**src/sv/ipv6_tse_pkg.sv**
```systemverilog
// Shared types, protocol codes and parse phase codes for the IPv6 traffic
// selector extractor. No dependencies.
`default_nettype none

package ipv6_tse_pkg;

    localparam int OFFSET_BITS_DEF = 16;

    // header-relative counter and header length widths (longest header 2048 bytes)
    localparam int REL_W = 11;
    localparam int LEN_W = 12;

    // result queue
    localparam int Q_DEPTH = 2;
    localparam int Q_PTR_W = 1;
    localparam int Q_CNT_W = 2;

    // parse phases
    localparam logic [2:0] PH_OUTER  = 3'd0;
    localparam logic [2:0] PH_NESTED = 3'd1;
    localparam logic [2:0] PH_EXT    = 3'd2;
    localparam logic [2:0] PH_FRAG   = 3'd3;
    localparam logic [2:0] PH_PORTS  = 3'd4;
    localparam logic [2:0] PH_DONE   = 3'd5;

    // protocol numbers
    localparam logic [7:0] PROTO_HOPOPT = 8'd0;
    localparam logic [7:0] PROTO_TCP    = 8'd6;
    localparam logic [7:0] PROTO_UDP    = 8'd17;
    localparam logic [7:0] PROTO_IPV6   = 8'd41;
    localparam logic [7:0] PROTO_ROUTE  = 8'd43;
    localparam logic [7:0] PROTO_FRAG   = 8'd44;
    localparam logic [7:0] PROTO_DSTOPT = 8'd60;
    localparam logic [7:0] PROTO_MOBIL  = 8'd135;
    localparam logic [7:0] PROTO_NONE   = 8'd255;

    localparam logic [LEN_W-1:0] LEN_IPV6  = 12'd40;
    localparam logic [LEN_W-1:0] LEN_EXT   = 12'd8;
    localparam logic [LEN_W-1:0] LEN_PORTS = 12'd4;

    typedef struct packed {
        logic [2:0]       phase;
        logic [LEN_W-1:0] len;
    } t_hdr_class;

    // parser state captured at the last byte of a packet
    typedef struct packed {
        logic [63:0] src_high;
        logic [63:0] src_low;
        logic [63:0] dst_high;
        logic [63:0] dst_low;
        logic [2:0]  phase;
        logic [7:0]  proto;
        logic [31:0] port_pair;
    } t_snap;

    function automatic t_hdr_class classify(input logic [7:0] proto);
        t_hdr_class c;
        c = '0;
        unique case (proto)
            PROTO_IPV6: begin
                c.phase = PH_NESTED;
                c.len   = LEN_IPV6;
            end
            PROTO_HOPOPT, PROTO_ROUTE, PROTO_DSTOPT, PROTO_MOBIL: begin
                c.phase = PH_EXT;
                c.len   = LEN_EXT;
            end
            PROTO_FRAG: begin
                c.phase = PH_FRAG;
                c.len   = LEN_EXT;
            end
            PROTO_TCP, PROTO_UDP: begin
                c.phase = PH_PORTS;
                c.len   = LEN_PORTS;
            end
            default: begin
                c.phase = PH_DONE;
                c.len   = '0;
            end
        endcase
        return c;
    endfunction

endpackage

`default_nettype wire

```
**src/sv/ipv6_tse_front.sv**
```systemverilog
// Byte parser: walks the IPv6 header chain one byte per transfer and pushes
// a state snapshot on the last byte. Depends on ipv6_tse_pkg.
`default_nettype none

module ipv6_tse_front #(
    parameter int OFFSET_BITS = ipv6_tse_pkg::OFFSET_BITS_DEF
) (
    input  wire                 i_clk,
    input  wire                 i_rst_n,
    input  wire                 i_valid,
    output logic                o_ready,
    input  wire [7:0]           i_byte,
    input  wire                 i_last,
    input  wire                 i_q_full,
    output logic                o_push,
    output ipv6_tse_pkg::t_snap o_snap
);
    import ipv6_tse_pkg::*;

    localparam logic [OFFSET_BITS-1:0] POS_MAX = {OFFSET_BITS{1'b1}};

    logic [OFFSET_BITS-1:0] r_pos,   n_pos;
    logic [REL_W-1:0]       r_rel,   n_rel;
    logic [LEN_W-1:0]       r_len,   n_len;
    logic [2:0]             r_phase, n_phase;
    logic [7:0]             r_proto, n_proto;
    logic [7:0]             r_pend,  n_pend;
    logic [63:0]            r_src_h, n_src_h;
    logic [63:0]            r_src_l, n_src_l;
    logic [63:0]            r_dst_h, n_dst_h;
    logic [63:0]            r_dst_l, n_dst_l;
    logic [31:0]            r_pp,    n_pp;

    logic       accept;
    logic       parse_en;
    t_hdr_class cls;

    assign o_ready  = !i_q_full;
    assign accept   = i_valid && o_ready;
    assign parse_en = (r_phase != PH_DONE) && (r_pos != POS_MAX);
    assign o_push   = accept && i_last;

    always_comb begin
        n_pos   = r_pos;
        n_rel   = r_rel;
        n_len   = r_len;
        n_phase = r_phase;
        n_proto = r_proto;
        n_pend  = r_pend;
        n_src_h = r_src_h;
        n_src_l = r_src_l;
        n_dst_h = r_dst_h;
        n_dst_l = r_dst_l;
        n_pp    = r_pp;
        cls     = '0;
        if (accept) begin
            if (r_pos != POS_MAX) begin
                n_pos = r_pos + 1'b1;
            end
            if (parse_en) begin
                unique case (r_phase)
                    PH_OUTER: begin
                        if (r_rel == 11'd6) begin
                            n_pend = i_byte;
                        end else begin
                            unique case (r_rel[REL_W-1:3])
                                8'd1:    n_src_h = {r_src_h[55:0], i_byte};
                                8'd2:    n_src_l = {r_src_l[55:0], i_byte};
                                8'd3:    n_dst_h = {r_dst_h[55:0], i_byte};
                                8'd4:    n_dst_l = {r_dst_l[55:0], i_byte};
                                default: ;
                            endcase
                        end
                    end
                    PH_NESTED: begin
                        if (r_rel == 11'd6) begin
                            n_pend = i_byte;
                        end
                    end
                    PH_EXT: begin
                        if (r_rel == 11'd0) begin
                            n_pend = i_byte;
                        end else if (r_rel == 11'd1) begin
                            n_len = {({1'b0, i_byte} + 9'd1), 3'b000};
                        end
                    end
                    PH_FRAG: begin
                        if (r_rel == 11'd0) begin
                            n_pend = i_byte;
                        end
                    end
                    PH_PORTS: n_pp = {r_pp[23:0], i_byte};
                    default: ;
                endcase
                if (({1'b0, r_rel} + 12'd1) == n_len) begin
                    if (r_phase == PH_PORTS) begin
                        n_phase = PH_DONE;
                    end else begin
                        cls     = classify(n_pend);
                        n_proto = n_pend;
                        n_phase = cls.phase;
                        n_len   = cls.len;
                        n_rel   = '0;
                    end
                end else begin
                    n_rel = r_rel + 1'b1;
                end
            end
        end

        o_snap.src_high  = n_src_h;
        o_snap.src_low   = n_src_l;
        o_snap.dst_high  = n_dst_h;
        o_snap.dst_low   = n_dst_l;
        o_snap.phase     = n_phase;
        o_snap.proto     = n_proto;
        o_snap.port_pair = n_pp;

        // next packet starts from the outer header again
        if (o_push) begin
            n_pos   = '0;
            n_rel   = '0;
            n_len   = LEN_IPV6;
            n_phase = PH_OUTER;
            n_proto = PROTO_IPV6;
            n_pend  = '0;
            n_src_h = '0;
            n_src_l = '0;
            n_dst_h = '0;
            n_dst_l = '0;
            n_pp    = '0;
        end
    end

    always_ff @(posedge i_clk) begin
        if (!i_rst_n) begin
            r_pos   <= '0;
            r_rel   <= '0;
            r_len   <= LEN_IPV6;
            r_phase <= PH_OUTER;
            r_proto <= PROTO_IPV6;
            r_pend  <= '0;
            r_src_h <= '0;
            r_src_l <= '0;
            r_dst_h <= '0;
            r_dst_l <= '0;
            r_pp    <= '0;
        end else begin
            r_pos   <= n_pos;
            r_rel   <= n_rel;
            r_len   <= n_len;
            r_phase <= n_phase;
            r_proto <= n_proto;
            r_pend  <= n_pend;
            r_src_h <= n_src_h;
            r_src_l <= n_src_l;
            r_dst_h <= n_dst_h;
            r_dst_l <= n_dst_l;
            r_pp    <= n_pp;
        end
    end

    a_restart: assert property (@(posedge i_clk) disable iff (!i_rst_n)
        o_push |=> (r_phase == PH_OUTER) && (r_pos == '0) && (r_rel == '0))
        else $error("parser not restarted after last byte");

    a_rel_in_header: assert property (@(posedge i_clk) disable iff (!i_rst_n)
        (r_phase != PH_DONE) |-> ({1'b0, r_rel} < r_len))
        else $error("header offset beyond header length");

endmodule

`default_nettype wire

```
**src/sv/ipv6_tse_queue.sv**
```systemverilog
// Short result queue between parser and output stage.
// Depends on ipv6_tse_pkg.
`default_nettype none

module ipv6_tse_queue (
    input  wire                 i_clk,
    input  wire                 i_rst_n,
    input  wire                 i_push,
    input  ipv6_tse_pkg::t_snap i_data,
    input  wire                 i_pop,
    output ipv6_tse_pkg::t_snap o_data,
    output logic                o_empty,
    output logic                o_full
);
    import ipv6_tse_pkg::*;

    t_snap              r_mem [Q_DEPTH];
    logic [Q_PTR_W-1:0] r_wr, r_rd;
    logic [Q_CNT_W-1:0] r_count;

    assign o_empty = (r_count == '0);
    assign o_full  = (r_count == Q_CNT_W'(Q_DEPTH));
    assign o_data  = r_mem[r_rd];

    always_ff @(posedge i_clk) begin
        if (i_push) begin
            r_mem[r_wr] <= i_data;
        end
    end

    always_ff @(posedge i_clk) begin
        if (!i_rst_n) begin
            r_wr    <= '0;
            r_rd    <= '0;
            r_count <= '0;
        end else begin
            if (i_push) begin
                r_wr <= (r_wr == Q_PTR_W'(Q_DEPTH - 1)) ? '0 : r_wr + 1'b1;
            end
            if (i_pop) begin
                r_rd <= (r_rd == Q_PTR_W'(Q_DEPTH - 1)) ? '0 : r_rd + 1'b1;
            end
            if (i_push && !i_pop) begin
                r_count <= r_count + 1'b1;
            end else if (i_pop && !i_push) begin
                r_count <= r_count - 1'b1;
            end
        end
    end

    a_no_overflow: assert property (@(posedge i_clk) disable iff (!i_rst_n)
        !(i_push && o_full))
        else $error("push into full queue");

    a_no_underflow: assert property (@(posedge i_clk) disable iff (!i_rst_n)
        !(i_pop && o_empty))
        else $error("pop from empty queue");

endmodule

`default_nettype wire

```
**src/sv/ipv6_tse_back.sv**
```systemverilog
// Output stage: turns a parser snapshot into result fields and holds them
// in the output register. Depends on ipv6_tse_pkg.
`default_nettype none

module ipv6_tse_back (
    input  wire                 i_clk,
    input  wire                 i_rst_n,
    input  wire                 i_q_empty,
    input  ipv6_tse_pkg::t_snap i_snap,
    output logic                o_pop,
    output logic                o_valid,
    input  wire                 i_ready,
    output logic [295:0]        o_data,
    output logic [1:0]          o_user
);
    import ipv6_tse_pkg::*;

    logic        r_valid;
    logic [63:0] r_src_h, r_src_l, r_dst_h, r_dst_l;
    logic [7:0]  r_proto;
    logic [15:0] r_sport, r_dport;
    logic        r_pv, r_status;

    logic done, ports;

    assign done  = (i_snap.phase == PH_DONE);
    assign ports = done && ((i_snap.proto == PROTO_TCP) || (i_snap.proto == PROTO_UDP));
    assign o_pop = !i_q_empty && (!r_valid || i_ready);

    always_ff @(posedge i_clk) begin
        if (!i_rst_n) begin
            r_valid <= 1'b0;
        end else if (o_pop) begin
            r_valid <= 1'b1;
        end else if (i_ready) begin
            r_valid <= 1'b0;
        end
    end

    always_ff @(posedge i_clk) begin
        if (o_pop) begin
            r_src_h  <= i_snap.src_high;
            r_src_l  <= i_snap.src_low;
            r_dst_h  <= i_snap.dst_high;
            r_dst_l  <= i_snap.dst_low;
            r_proto  <= (done || (i_snap.phase == PH_PORTS)) ? i_snap.proto : PROTO_NONE;
            r_pv     <= ports;
            r_sport  <= ports ? i_snap.port_pair[31:16] : 16'd0;
            r_dport  <= ports ? i_snap.port_pair[15:0] : 16'd0;
            r_status <= !done;
        end
    end

    assign o_valid = r_valid;
    assign o_data  = {r_dport, r_sport, r_proto, r_dst_l, r_dst_h, r_src_l, r_src_h};
    assign o_user  = {r_status, r_pv};

    a_ports_complete: assert property (@(posedge i_clk) disable iff (!i_rst_n)
        (r_valid && r_pv) |-> !r_status)
        else $error("ports valid on truncated packet");

    a_ports_zero: assert property (@(posedge i_clk) disable iff (!i_rst_n)
        (r_valid && !r_pv) |-> ((r_sport == 16'd0) && (r_dport == 16'd0)))
        else $error("ports not cleared");

endmodule

`default_nettype wire

```
**src/sv/ipv6_traffic_selector_extract.sv**
```systemverilog
// IPv6 traffic selector extractor, top level: parser, result queue, output stage.
// Throughput: one packet byte per cycle, no bubbles; the parser is stalled only
// when the two-entry result queue is full.
// The last-byte snapshot is queued, then loaded into the valid output register.
// Reset: synchronous, active low; clears the parser to the outer header, empties
// the queue and drops the output valid. Depends on ipv6_tse_pkg.
`default_nettype none

module ipv6_traffic_selector_extract #(
    parameter int OFFSET_BITS = ipv6_tse_pkg::OFFSET_BITS_DEF
) (
    input  wire          i_clk,
    input  wire          i_rst_n,
    input  wire          s_axis_tvalid,
    output logic         s_axis_tready,
    input  wire  [7:0]   s_axis_tdata,   // data_byte
    input  wire          s_axis_tlast,   // last_byte
    output logic         m_axis_tvalid,
    input  wire          m_axis_tready,
    // src_addr_high, src_addr_low, dst_addr_high, dst_addr_low, payload_protocol,
    // source_port, destination_port
    output logic [295:0] m_axis_tdata,
    output logic [1:0]   m_axis_tuser    // ports_valid, status
);
    import ipv6_tse_pkg::*;

    t_snap front_snap, q_snap;
    logic  push, pop, q_empty, q_full;

    ipv6_tse_front #(
        .OFFSET_BITS(OFFSET_BITS)
    ) u_front (
        .i_clk   (i_clk),
        .i_rst_n (i_rst_n),
        .i_valid (s_axis_tvalid),
        .o_ready (s_axis_tready),
        .i_byte  (s_axis_tdata),
        .i_last  (s_axis_tlast),
        .i_q_full(q_full),
        .o_push  (push),
        .o_snap  (front_snap)
    );

    ipv6_tse_queue u_queue (
        .i_clk  (i_clk),
        .i_rst_n(i_rst_n),
        .i_push (push),
        .i_data (front_snap),
        .i_pop  (pop),
        .o_data (q_snap),
        .o_empty(q_empty),
        .o_full (q_full)
    );

    ipv6_tse_back u_back (
        .i_clk    (i_clk),
        .i_rst_n  (i_rst_n),
        .i_q_empty(q_empty),
        .i_snap   (q_snap),
        .o_pop    (pop),
        .o_valid  (m_axis_tvalid),
        .i_ready  (m_axis_tready),
        .o_data   (m_axis_tdata),
        .o_user   (m_axis_tuser)
    );

endmodule

`default_nettype wire
```
**config.mk**
```make
export PLATFORM = sky130hd
export DESIGN_NAME = ipv6_traffic_selector_extract
export DESIGN_NICKNAME = d
export VERILOG_FILES = /design/src/sv/ipv6_tse_pkg.sv /design/src/sv/ipv6_tse_front.sv /design/src/sv/ipv6_tse_queue.sv /design/src/sv/ipv6_tse_back.sv /design/src/sv/ipv6_traffic_selector_extract.sv
export SDC_FILE = /design/constraint.sdc
export NUM_CORES = 1
export LEC_CHECK = 0
export BUFFER_PORTS_ARGS = -buffer_cell sky130_fd_sc_hd__buf_2
export CORE_MARGIN = 10
export CORE_UTILIZATION = 44
export DETAILED_ROUTE_END_ITERATION = 7
export HOLD_SLACK_MARGIN = 0.1
export SLEW_MARGIN = 10
export SYNTH_ARGS = -nofsm -noshare
export SYNTH_HDL_FRONTEND = slang
export SYNTH_HIERARCHICAL = 1
export SYNTH_SLANG_ARGS = --single-unit
```
**constraint.sdc**
```tcl
create_clock -name i_clk -period 26.2 [get_ports i_clk]
set_input_delay 5.24 -clock i_clk [delete_from_list [all_inputs] [get_ports i_clk]]
set_output_delay 5.24 -clock i_clk [all_outputs]
set_load 0.005 [all_outputs]
```
======== After elaboration in Yosys (flattened, before gate mapping) ========
Memory sizes are Yosys's and may differ from the RTL's. A register that Yosys moved wholly into a read port is not among the register bits.
Index checks and enable logic that the tools add are counted.
word-level totals
  bits of input ports ..................... 13
  memories kept ........................... 1
  logic and storage cells ................. 146
  register bits after elaboration ......... 649
  output and inout port bits .............. 300
  RAM bits ................................ 598
memories
  memory         words  bits a word  read ports  clocked after Yosys merged registers in  wr ports  line                  text
  u_queue.r_mem  2      299          1           1                                        1         ipv6_tse_queue.sv:17  t_snap r_mem [Q_DEPTH];
cells by class
  mux-type cells .......................... 56
  equal/unequal tests ..................... 26
  bitwise operators ....................... 1
  $add $sub $neg .......................... 8
  reduce and logical (&&, ||, !) cells .... 30
operator list
  kind                     count
  $mux W64                 20
  $mux W32                 3
  $mux W12                 7
  $mux W8                  8
  $pmux W15 S4             1
  $eq A8 B6 Y1 const B     4
  $eq A8 B3 Y1 const B     3
  $mux W11                 2
  $add A16 B1 Y16 const B  1
  $eq A8 B2 Y1 const B     2
  $eq A8 B5 Y1 const B     2
  $ne A16 B16 Y1 const B   1
  $pmux W8 S2              1
  $add A11 B1 Y12 const B  1
  $eq A12 B12 Y1           1
  $mux W3                  4
  $add A11 B1 Y11 const B  1
  $eq A11 B1 Y1 const B    1
  $eq A11 B3 Y1 const B    1
  $logic_not A11 Y1        1
  $add A8 B1 Y9 const B    1
  $eq A3 B3 Y1 const B     3
  $eq A8 B1 Y1 const B     1
  $eq A8 B8 Y1 const B     1
  22 further kinds         50

======== Depth between registers and ports, before layout ========
Gate-level depths: netlist of the first run.
  depth in word-level cells ............... 12
  gate-level depth with buffers ........... 13
  mapped depth without buffers ............ 10

======== Modules after synthesis ========
The synthesis of the first run kept the hierarchy.
by module, submodules not included
  module          cells an instance  area an instance (um^2)  instances  sequential area each (um^2)
  ipv6_tse_queue  952                22599.2                  1          18057.3
  ipv6_tse_front  1950               14670.3                  1          6926.6
  ipv6_tse_back   399                9780.6                   1          8968.6

======== Least setup slack after synthesis of the first run ========
No wires, ideal clock.
  path kind ............................... input port to flip-flop
  start ................................... input port m_axis_tready
  end ..................................... register u_queue.r_count[1]
  arrival ................................. 20176 ps
  path buffers ............................ 0
  cell stages on the path ................. 6
  path slack .............................. 5949 ps
  required time ........................... 26124 ps
  setup time .............................. 76 ps
  cell sequence ........................... nand2b_1 -> nor2b_1 -> inv_1 -> ha_1 -> or3_1 -> a21boi_0
between the ends
  longest elaborated chain between the ends .. 5
  elaborated cells between the ends (all ways) .. 7
  classes of those cells .................. mux: 1; reduce/logical: 6
RTL lines
  element                                        line                                 text
  start, declared                                ipv6_traffic_selector_extract.sv:19  input wire m_axis_tready,
  $logic_or A1 B1 Y1 *                           ipv6_tse_back.sv:28                  assign o_pop = !i_q_empty && (!r_valid || i_ready);
  $logic_and A1 B1 Y1 *                          ipv6_tse_back.sv:28
  via pop                                        ipv6_traffic_selector_extract.sv:28  logic push, pop, q_empty, q_full;
  $logic_not A1 Y1                               ipv6_tse_queue.sv:43                 if (i_push && !i_pop) begin
  $logic_and A1 B1 Y1                            ipv6_tse_queue.sv:43
  $mux W2 or $reduce_bool A2 Y1 (tied branches)  --
  end signal, assigned                           ipv6_tse_queue.sv:44                 r_count <= r_count + 1'b1;
  end signal, assigned                           ipv6_tse_queue.sv:46                 r_count <= r_count - 1'b1;
  end, declared                                  ipv6_tse_queue.sv:19                 logic [Q_CNT_W-1:0] r_count;
Mark *: on every way through the listed nets, which the timed path passes. The rest lies on a longest branch.
A chain may end at the register's enable or synchronous reset.

======== Worst setup path after layout of the first run ========
  start ................................... input port s_axis_tvalid
  end ..................................... memory u_queue/r_mem[1][64] (netlist name) (enable)
between the ends
  longest elaborated chain between the ends .. 4
RTL lines
  element                        line                                 text
  start, declared                ipv6_traffic_selector_extract.sv:14  input wire s_axis_tvalid,
  $logic_and A1 B1 Y1            ipv6_tse_front.sv:39                 assign accept = i_valid && o_ready;
  $logic_and A1 B1 Y1            ipv6_tse_front.sv:41                 assign o_push = accept && i_last;
  via push                       ipv6_traffic_selector_extract.sv:28
  $mux W1                        ipv6_tse_queue.sv:26                 if (i_push) begin
  $mux W1 (not written as such)  ipv6_tse_queue.sv:27                 r_mem[r_wr] <= i_data;
  end, declared                  ipv6_tse_queue.sv:17
The timed path passes the listed nets, and every way through them passes these cells.

==> results of run 1 <==
==> registers in the layout, indices dropped and copies added (netlist names), 3 cells and up, named ones only <==
signal           count
u_queue/r_mem      598
u_back/r_dst_h      64
u_back/r_dst_l      64
u_back/r_src_h      64
u_back/r_src_l      64
u_front/r_dst_h     64
u_front/r_dst_l     64
u_front/r_src_h     64
u_front/r_src_l     64
u_front/r_pp        32
u_back/r_dport      16
u_back/r_sport      16
u_front/r_pos       16
u_front/r_len       12
u_front/r_rel       11
u_back/r_proto       8
u_front/r_pend       8
u_front/r_proto      8
u_front/r_phase      3
==> metal layers <==
| layer | share of wire (%) | up-vias | GRT usage [%] |
|---|---|---|---|
| met5 | 0.056 | - | 0 |
| li1 | - | 12500 | - |
| met2 | 48 | 508 | 26.5 |
| met3 | 4.4 | 143 | 3.31 |
| met1 | 45 | 12700 | 21.7 |
| met4 | 2.3 | 8 | 5.12 |
==> cells by family (layout without fill, tap and decap cells) <==
kind of cell             after synthesis  in the layout  synth area share [%]
AND/OR/NAND/NOR                     1086           1086                  9.90
other                                  0              1                     0
flip-flops                          1248           1248                  72.2
AO/OA/AOI/OAI                        390            390                  5.21
multiplexers                         350            350                  9.96
XOR/XNOR                              33             33                 0.614
adder cells (fa/ha/maj)                7              7                 0.186
buffers and inverters                187            607                  1.96
==> final timing paths <==
path / endpoint / slack (ns) / depth (start not counted)
max: u_queue/r_mem[1][64] / 17.07 / 9
min: u_front/r_len[7] / 0.45 / 2
max reg2reg: u_queue/r_mem[1][64] / 21.17 / 9
min reg2reg: u_front/r_len[7] / 0.45 / 2
==> power groups by stage <==
stage          Combinational (mW)  Clock (mW)  Sequential [mW]
3_5_place_dp                0.870           0             2.57
6_report                    0.840        1.86             2.52
4_1_cts                     0.872        1.91             2.53
2_1_floorplan               0.516           0             2.70
5_1_grt                     0.910        1.99             2.55
3_3_place_gp                0.868           0             2.57
==> stage by stage <==
stage	cells	setup WS, ns	hold slack (ns)
finish	5113	17.07	0.453
global route	5113	16.71	0.474
CTS	5112	17.02	0.456
detailed placement	4869	16.25	0.448
global placement	4869	16.27	0.441
floorplan	3301	5.95	0.432
==> critical path: stages <==
cell     delay (ns)
buf_2          0.07
nor2b_1        0.19
nand2_1        0.17
inv_1          0.15
and2_4         0.45
buf_4          0.73
buf_4          0.77
buf_4          0.76
buf_4          0.72
==> final cells by class <==
type	count	area share [%]
repair buffers	350	3.41
inverters	14	0.0969
diodes	1	0.00461
well taps	1391	3.21
multi-input cells	1866	22.6
flip-flops and latches	1248	62.6
clock buffers	177	6.79
clock inverters	66	1.29
==> cell usage in the layout (no fill, tap or decap), types with 28 or more instances in the layout <==
cell,Yosys,layout
a2111oi_2,29,29
a21oi_1,283,283
and2_1,43,42
buf_2,12,312
buf_4,5,38
clkbuf_1,103,31
clkbuf_16,0,138
dfxtp_1,352,351
edfxtp_1,896,896
mux2_2,144,144
mux2_4,200,200
nand2_1,844,843
nand3_1,29,28
nor2_1,46,46
==> results by group, run 1 <==
Outcome
  • Status: complete, no violations

Clock network
  • CTS buffer count: 131
  • Post-CTS setup repair buffer count: 0
  • Clk_lat worst skew: 0.73 ns
  • Root Driver: clkbuf_16
  • H-tree levels: 4
  • Hold_buf cts: 0
  • CTS tree: done
  • Clk sinks: 1,248
  • Number of gates resized after cts: 0
  • Clock slew at reported path FFs: 0.06 ns
  • CTS Buffer Depth: 3

Timing
  • Slew at the pin closest to its max-slew limit: 1.12 ns
  • Final max-slew violation count: 0
  • # setup viols final: 0
  • Final Critical Period: 9.13 ns
  • Clk_skew: 0.0309 ns
  • Max Freq: 110 MHz
  • Final hold violation count: 0
  • Unrepaired setup endpoints after global routing: false
  • Crit share post-route: 34.8%
  • Max-slew headroom: 25.5%
  • Final setup TNS: 0 ns

Critical path
  • Critical path type: in2reg
  • CP Max Fanout: 58
  • Launching point of the worst reg2reg path: u_queue/r_count[0]
  • Startpoint type of the worst setup path: primary input
  • Critical Path AT: 9.47 ns
  • Worst setup path start: s_axis_tvalid
  • Crit path capture type: flop
  • Critical Path RT: 26.54 ns

GRT
  • Antenna violations before repair: 8
  • Total GRT Usage: 16.2%
  • Largest net degree at the start of global routing: 87
  • Total grt overflow: 0
  • Number of global-route vias before repair: 25,300
  • First-pass GRT wire length: 153,000 µm

Power
  • Final Power: 5.22 mW
  • Clock Power Share: 35.6%
  • Peak VDD IR: 0.0461 mV
  • NetSw: 1.33 mW
  • Combinational share of power: 16.1%
  • Pwr Density: 96.3 nW/µm²
  • Leakage: 20.4 nW
  • Total internal power: 3.89 mW
  • Seq pwr share: 48.3%
  • Switching share of power: 25.4%

Floorplan
  • Die Width: 347 µm
  • Initial Util: 44.5%
  • Total die area: 120,000 µm²
  • Io pins: 313
  • Die Height: 347 µm
  • Row count: 119
  • Core area: 106,000 µm²

Synthesis
  • Post-synth ARST share: 0%
  • Top_reg_cell synth: edfxtp_1
  • Cell variety after synth: 74
  • Mapped Nets: 3,321
  • Commonest cells in the netlist: edfxtp_1, nand2_1, dfxtp_1, a21oi_1, mux2_4
  • Synth Instances: 3,301
  • Ys Warns: 6
  • Post-Syn Area: 47,100 µm²
  • Synth top area share: 57.2%
  • Post-synth EDFFs: 896
  • #FFs+latches synth: 1,248
  • Post-synth top area cell: edfxtp_1
  • Top post-synthesis cells by area: edfxtp_1, dfxtp_1, nand2_1
  • Syn avg cell area: 14.3 µm²
  • Register area share after synthesis: 72.2%
  • Most frequent cell after synthesis: edfxtp_1

Cells and area
  • Nets: 3,631
  • Filler cell count: 8,963
  • Post-Layout Inst Area: 54,200 µm²
  • Synth-to-Final Area Change: 15.3%
  • Multi-input logic area: 12,200 µm²
  • Sequential Area: 34,000 µm²
  • Share of cells above drive strength 1: 25.9%
  • Fin util: 51.3%

Job
  • MaxCap Viol Count: 0

Placement
  • Final Wtd Congestion: 0.803
  • Final HPWL DP: 61,200 µm
  • Buffers added on ports: 312
  • Placed cell areas: 49,800 µm²

Drt
  • Antenna-violating nets left: 0
  • Detailed-router iteration count before antenna repair: 5
  • Via density: 5.06
  • Via Count: 25,900
  • Final wirelength: 100,000 µm
  • Routed len/inst: 19.6 µm
  • Drt initial violations: 1,850
  • Drt drc: 0

Worst hold path
  • Hold Crit Class: reg2reg
  • Hold Path Origin: u_front/r_len[7]
No activity file was read; power rests on OpenSTA's default activity.
==> inputs of run 2 (changes only) <==
clock period = 8.1 ns   (was 26.2 ns; I/O delays follow)
==> run 2 against run 1 <==
Net effect:
- via count is 0.49% higher
- hold slack better by 0.0036 ns
- sequential power grew to 3.2 times the previous value
- core utilization hardly changed
- clock skew is 0.0030 ns lower
- non-clock buffer count is 6 lower
- clock power grew to 3.2 times the previous value
- critical endpoint is now u_front/r_proto[5]
==> results by group, run 2 (synthesis gave the netlist of run 1 again) <==
Outcome
  • Status: complete, no violations

Power
  • Peak VDD IR: 0.269 mV
  • Final Power: 16.8 mW
  • Pwr Density: 310 nW/µm²
  • Leakage: 20.3 nW

Clock network
  • CTS Buffer Depth: 3
  • H-tree levels: 4
  • Number of gates resized after cts: 0
  • Root Driver: clkbuf_16
  • CTS buffer count: 131
  • Clk_lat worst skew: 0.72 ns
  • Hold_buf cts: 0
  • Post-CTS setup repair buffer count: 0
  • CTS tree: done
  • Clk sinks: 1,248
  • Clock slew at reported path FFs: 0.06 ns

Drt
  • Final wirelength: 102,000 µm
  • Antenna-violating nets left: 0
  • Via density: 5.09
  • Routed len/inst: 19.9 µm
  • Drt initial violations: 1,631
  • Drt drc: 0
  • Detailed-router iteration count before antenna repair: 5
  • Via Count: 26,000

Timing
  • Max-slew headroom: 17.7%
  • # setup viols final: 0
  • Unrepaired setup endpoints after global routing: false
  • Final hold violation count: 0
  • Slew at the pin closest to its max-slew limit: 1.23 ns
  • Crit share post-route: 53.3%
  • Final Critical Period: 4.31 ns
  • Final WS setup: 3.79 ns
  • Final setup TNS: 0 ns
  • Final max-slew violation count: 0
  • Min Hold Slack: 0.457 ns
  • Clk_skew: 0.0279 ns
  • Max Freq: 232 MHz

Floorplan
  • Row count: 119
  • Die Height: 347 µm
  • Total die area: 120,000 µm²
  • Io pins: 313
  • Core area: 106,000 µm²
  • Initial Util: 44.5%
  • Die Width: 347 µm

Cells and area
  • Final std cells w/o fill: 5,106
  • Most common cell after layout, fill and taps aside: edfxtp_1
  • Synth-to-Final Area Change: 15.2%
  • Fin util: 51.3%
  • Post-Layout Inst Area: 54,200 µm²
  • Nets: 3,625
  • Filler cell count: 9,005
  • Max reg flops: 598
  • Largest register by flop count: u_queue/r_mem
  • Most frequent cells in the layout: edfxtp_1, nand2_1, dfxtp_1
  • Share of cells above drive strength 1: 25.5%

Critical path
  • Launching point of the worst reg2reg path: u_front/r_rel[0]
  • CP Max Fanout: 13
  • Startpoint type of the worst setup path: flop
  • Reg2Reg Setup Slack: 3.79 ns
  • Setup crit end: u_front/r_proto[5]
  • Crit path capture type: flop
  • Critical path type: reg2reg
  • Critical Path RT: 8.69 ns
  • Critical Path AT: 4.91 ns
  • Worst R2R Path Depth: 10
  • Reg-to-Reg End: u_front/r_proto[5]
  • Worst setup path start: u_front/r_rel[0]

GRT
  • Number of global-route vias before repair: 25,900
  • Antenna violations before repair: 7
  • Total GRT Usage: 16.5%
  • Total grt overflow: 0
  • First-pass GRT wire length: 156,000 µm
  • Largest net degree at the start of global routing: 156

Placement
  • Buffers added on ports: 312
  • Final HPWL DP: 61,300 µm
  • Final Wtd Congestion: 0.808
  • Pre-CTS WS: 3.44 ns
  • Post-Place Cells: 4,863
  • Placed cell areas: 49,900 µm²

Job
  • MaxCap Viol Count: 0

Worst hold path
  • Worst Hold Depth: 2
  • Hold Crit Class: reg2reg
  • Hold Path Origin: u_front/r_src_h[63]
[run 2: cell count changes in the layout (fill, tap and decap cells not counted), sizes merged]
cell / previous run / this run
buf: 350 / 344
bufinv: 11 / 8
clkbuf: 177 / 181
inv: 16 / 15
diode: 1 / 2
clkinv: 48 / 50
clkinvlp: 5 / 1
[run 2: per-layer routing]
layer / share of wire, % / up-vias / GRT usage, %
li1: - / 12500 / -
met1: 44 / 12700 / 21.5
met2: 49 / 573 / 27.5
met3: 4.6 / 156 / 3.32
met4: 2.3 / 6 / 5.37
met5: 0.028 / - / 0
[run 2: worst min-delay path by stage]
stage	end
2_1_floorplan	u_front/r_len[7]
3_3_place_gp	u_front/r_len[7]
3_5_place_dp	u_front/r_len[7]
4_1_cts	u_front/r_len[7]
5_1_grt	u_front/r_src_h[60]
6_report	u_front/r_src_h[63]
[run 2: worst max-delay path, stage by stage, from the launching register on]
cell,delay [ns]
dfxtp_1,0.48
inv_1,0.17
ha_1,0.26
or4bb_1,0.62
nor4_4,0.75
a221oi_1,0.25
nor4b_2,0.37
nand4_2,0.24
nor3_4,0.50
mux2_2,0.42
nand2b_1,0.15
[run 2: power breakdown]
group / total [mW] / switching [mW] / internal (mW)
Combinational: 2.72 / 1.56 / 1.16
Clock: 5.91 / 2.43 / 3.48
Sequential: 8.17 / 0.289 / 7.88
Total: 16.8 / 4.27 / 12.5
[run 2: area by class of cell]
type                       instances  area [µm²]  share of cell area, %
antenna                            2        5.00                0.00924
clock inverter                    60         577                   1.06
clock buffer                     181        3710                   6.86
sequential                      1248       34000                   62.7
multi-input combinational       1866       12200                   22.6
inverter                          14        52.6                 0.0970
tap                             1391        1740                   3.21
timing repair buffer             344        1890                   3.49
==> inputs of run 3 (changes only) <==
ABC_AREA = 1   (was default)
clock period = 3.95 ns   (was 8.1 ns; I/O delays follow)
==> run 3 against run 2 <==
Net effect:
- global-route usage fell by 0.29 points
- largest cell class unchanged
- core utilization rose by 0.094 points
- combinational power rose by 130%
- clock power rose by 110%
- die area rose by 2.0%
- hold slack got worse by 0.11 ns
- clock skew fell by 0.0030 ns
- sequential share of layout area fell by 1.8 points
- critical endpoint is now u_queue/r_mem[0][33]
==> results by group, run 3 <==
Synthesis
  • Post-synth ARST share: 0%
  • Synth Instances: 3,817
  • Top post-synthesis cells by area: edfxtp_1, dfxtp_1, mux2_4
  • Top_reg_cell synth: edfxtp_1
  • #FFs+latches synth: 1,248
  • Register area share after synthesis: 70.6%
  • Mapped Nets: 3,837
  • Synth top area share: 56.0%
  • Cell variety after synth: 46
  • Post-synth EDFFs: 896
  • Commonest cells in the netlist: edfxtp_1, nand2_1, inv_1, dfxtp_1, nor2_1
  • Post-Syn Area: 48,100 µm²
  • Ys Warns: 6
  • Most frequent cell after synthesis: edfxtp_1
  • Post-synth top area cell: edfxtp_1
  • Syn avg cell area: 12.6 µm²

Clock network
  • Root Driver: clkbuf_16
  • CTS Buffer Depth: 3
  • CTS buffer count: 131
  • Hold_buf cts: 0
  • Post-CTS setup repair buffer count: 0
  • Clock slew at reported path FFs: 0.06 ns
  • Number of gates resized after cts: 0
  • CTS tree: done
  • H-tree levels: 4
  • Clk sinks: 1,248
  • Clk_lat worst skew: 0.74 ns

Cells and area
  • Nets: 4,173
  • Final std cells w/o fill: 5,678
  • Most frequent cells in the layout: edfxtp_1, nand2_1, inv_1
  • Share of cells above drive strength 1: 22.4%
  • Max reg flops: 598
  • Most common cell after layout, fill and taps aside: edfxtp_1
  • Post-Layout Inst Area: 55,800 µm²
  • Filler cell count: 9,335
  • Largest register by flop count: u_queue/r_mem
  • Synth-to-Final Area Change: 16.1%
  • Fin util: 51.3%

Floorplan
  • Total die area: 123,000 µm²
  • Die Height: 351 µm
  • Core area: 109,000 µm²
  • Initial Util: 44.2%
  • Row count: 121
  • Die Width: 351 µm
  • Io pins: 313

Placement
  • Final HPWL DP: 62,900 µm
  • Post-Place Cells: 5,434
  • Final Wtd Congestion: 0.859
  • Buffers added on ports: 312
  • Placed cell areas: 51,300 µm²

Worst hold path
  • Min-Delay Endpoint: u_queue/r_wr
  • Hold Path Origin: i_rst_n
  • Hold Crit Class: in2reg
  • Worst Hold Depth: 3

Critical path
  • Top cell by count, worst path: nand2_1
  • Worst-path cell chain: nand2_1 > nor2_1 > nand2_1 > xor2_1 > inv_1 > nand3_1 > nand2_1 > nor2_1 > nand2_1 > nor2_4 > nand4_2 > nand2_1 > nand2_1
  • Worst R2R Path Depth: 13
  • Critical path's largest stage delay: 0.53 ns
  • Critical Path RT: 4.44 ns
  • Critical Path AT: 3.65 ns
  • Reg-to-Reg End: u_queue/r_mem[0][33]
  • Launching point of the worst reg2reg path: u_front/r_rel[3]
  • Startpoint type of the worst setup path: flop
  • CP max stage cell: dfxtp_1
  • CP Max Fanout: 10
  • Reg2Reg Setup Slack: 0.79 ns
  • Worst setup path start: u_front/r_rel[3]
  • Critical path type: reg2reg
  • Crit path capture type: flop

GRT
  • Total GRT Usage: 16.2%
  • Number of global-route vias before repair: 26,700
  • Largest net degree at the start of global routing: 158
  • Antenna violations before repair: 9
  • Total grt overflow: 0
  • First-pass GRT wire length: 155,000 µm

Power
  • Leakage: 23.9 nW
  • Peak VDD IR: 0.593 mV
  • Final Power: 36.1 mW
  • Pwr Density: 646 nW/µm²

Drt
  • Via density: 4.77
  • Drt drc: 0
  • Antenna-violating nets left: 0
  • Drt initial violations: 1,946
  • Final wirelength: 100,000 µm
  • Via Count: 27,100
  • Routed len/inst: 17.7 µm
  • Detailed-router iteration count before antenna repair: 5

Timing
  • Slew at the pin closest to its max-slew limit: 0.960 ns
  • Max-slew headroom: 36.0%
  • Clk_skew: 0.0248 ns
  • Final hold violation count: 0
  • Max Freq: 316 MHz
  • Final max-slew violation count: 0
  • Final Critical Period: 3.16 ns
  • Unrepaired setup endpoints after global routing: false
  • Min Hold Slack: 0.348 ns
  • Crit share post-route: 80.1%
  • # setup viols final: 0

Outcome
  • Status: complete, no violations

Job
  • MaxCap Viol Count: 0
run 3: where the power goes:
group          switching (mW)  internal [mW]
sequential              0.661           16.4
combinational            3.61           2.70
clock                    5.14           7.54
run 3: stage by stage:
stage | worst slack [ns] | setup TNS [ns]
after floorplan | -2.67 | -1821.14
after CTS | 0.772 | 0
after detailed placement | 0.595 | 0
final | 0.786 | 0
after global routing | 0.514 | 0
after global placement | 0.642 | 0
run 3: worst max-delay path by stage:
stage          cells after the start                    end  slack (ns)
6_report                          13   u_queue/r_mem[0][33]        0.79
4_1_cts                           13   u_queue/r_mem[0][33]        0.77
5_1_grt                           13  u_queue/r_mem[0][192]        0.51
2_1_floorplan                      9     u_queue/r_count[1]       -2.67
3_3_place_gp                      18       u_front/r_rel[0]        0.64
3_5_place_dp                      14   u_queue/r_mem[0][33]        0.60
run 3: layer usage:
metal	GRT usage [%]	part of all wire, %	wire length (µm)	up-vias
met4	4.91	2.2	2230	6
met3	3.49	5.6	5660	161
li1	-	-	-	13400
met5	0	0.041	41	-
met1	21.7	45	45400	12900
met2	26.3	47	47000	574
run 3: final cells by class:
type	instances	area, µm²	share of cell area (%)
Antenna cell	2	5.00	0.00897
Clock buffer	183	3770	6.75
Clock inverter	59	781	1.40
Inverter	602	2270	4.07
Multi-Input combinational cell	1812	11100	19.8
Sequential cell	1248	34000	60.8
Tap cell	1414	1770	3.17
Timing Repair Buffer	358	2190	3.93
run 3: kinds of logic (layout without fill, tap and decap cells):
group,Yosys count,in the layout,share of synthesized area (%)
DFF,1248,1248,70.6
and+or+nand+nor,1101,1101,9.55
buffers and inverters,757,1202,6.50
AOI/OAI and AO/OA,397,397,4.41
muxes,299,299,8.57
xor gates and xnor gates,8,8,0.146
adders and majority gates,7,7,0.182
other,0,2,0
run 3: worst max-delay path, delay by kind of cell, from the launching register on:
family | cells | cell delay, ns
xor+xnor | 1 | 0.29
buf+inv | 1 | 0.14
flops | 1 | 0.53
simple gates | 11 | 1.94
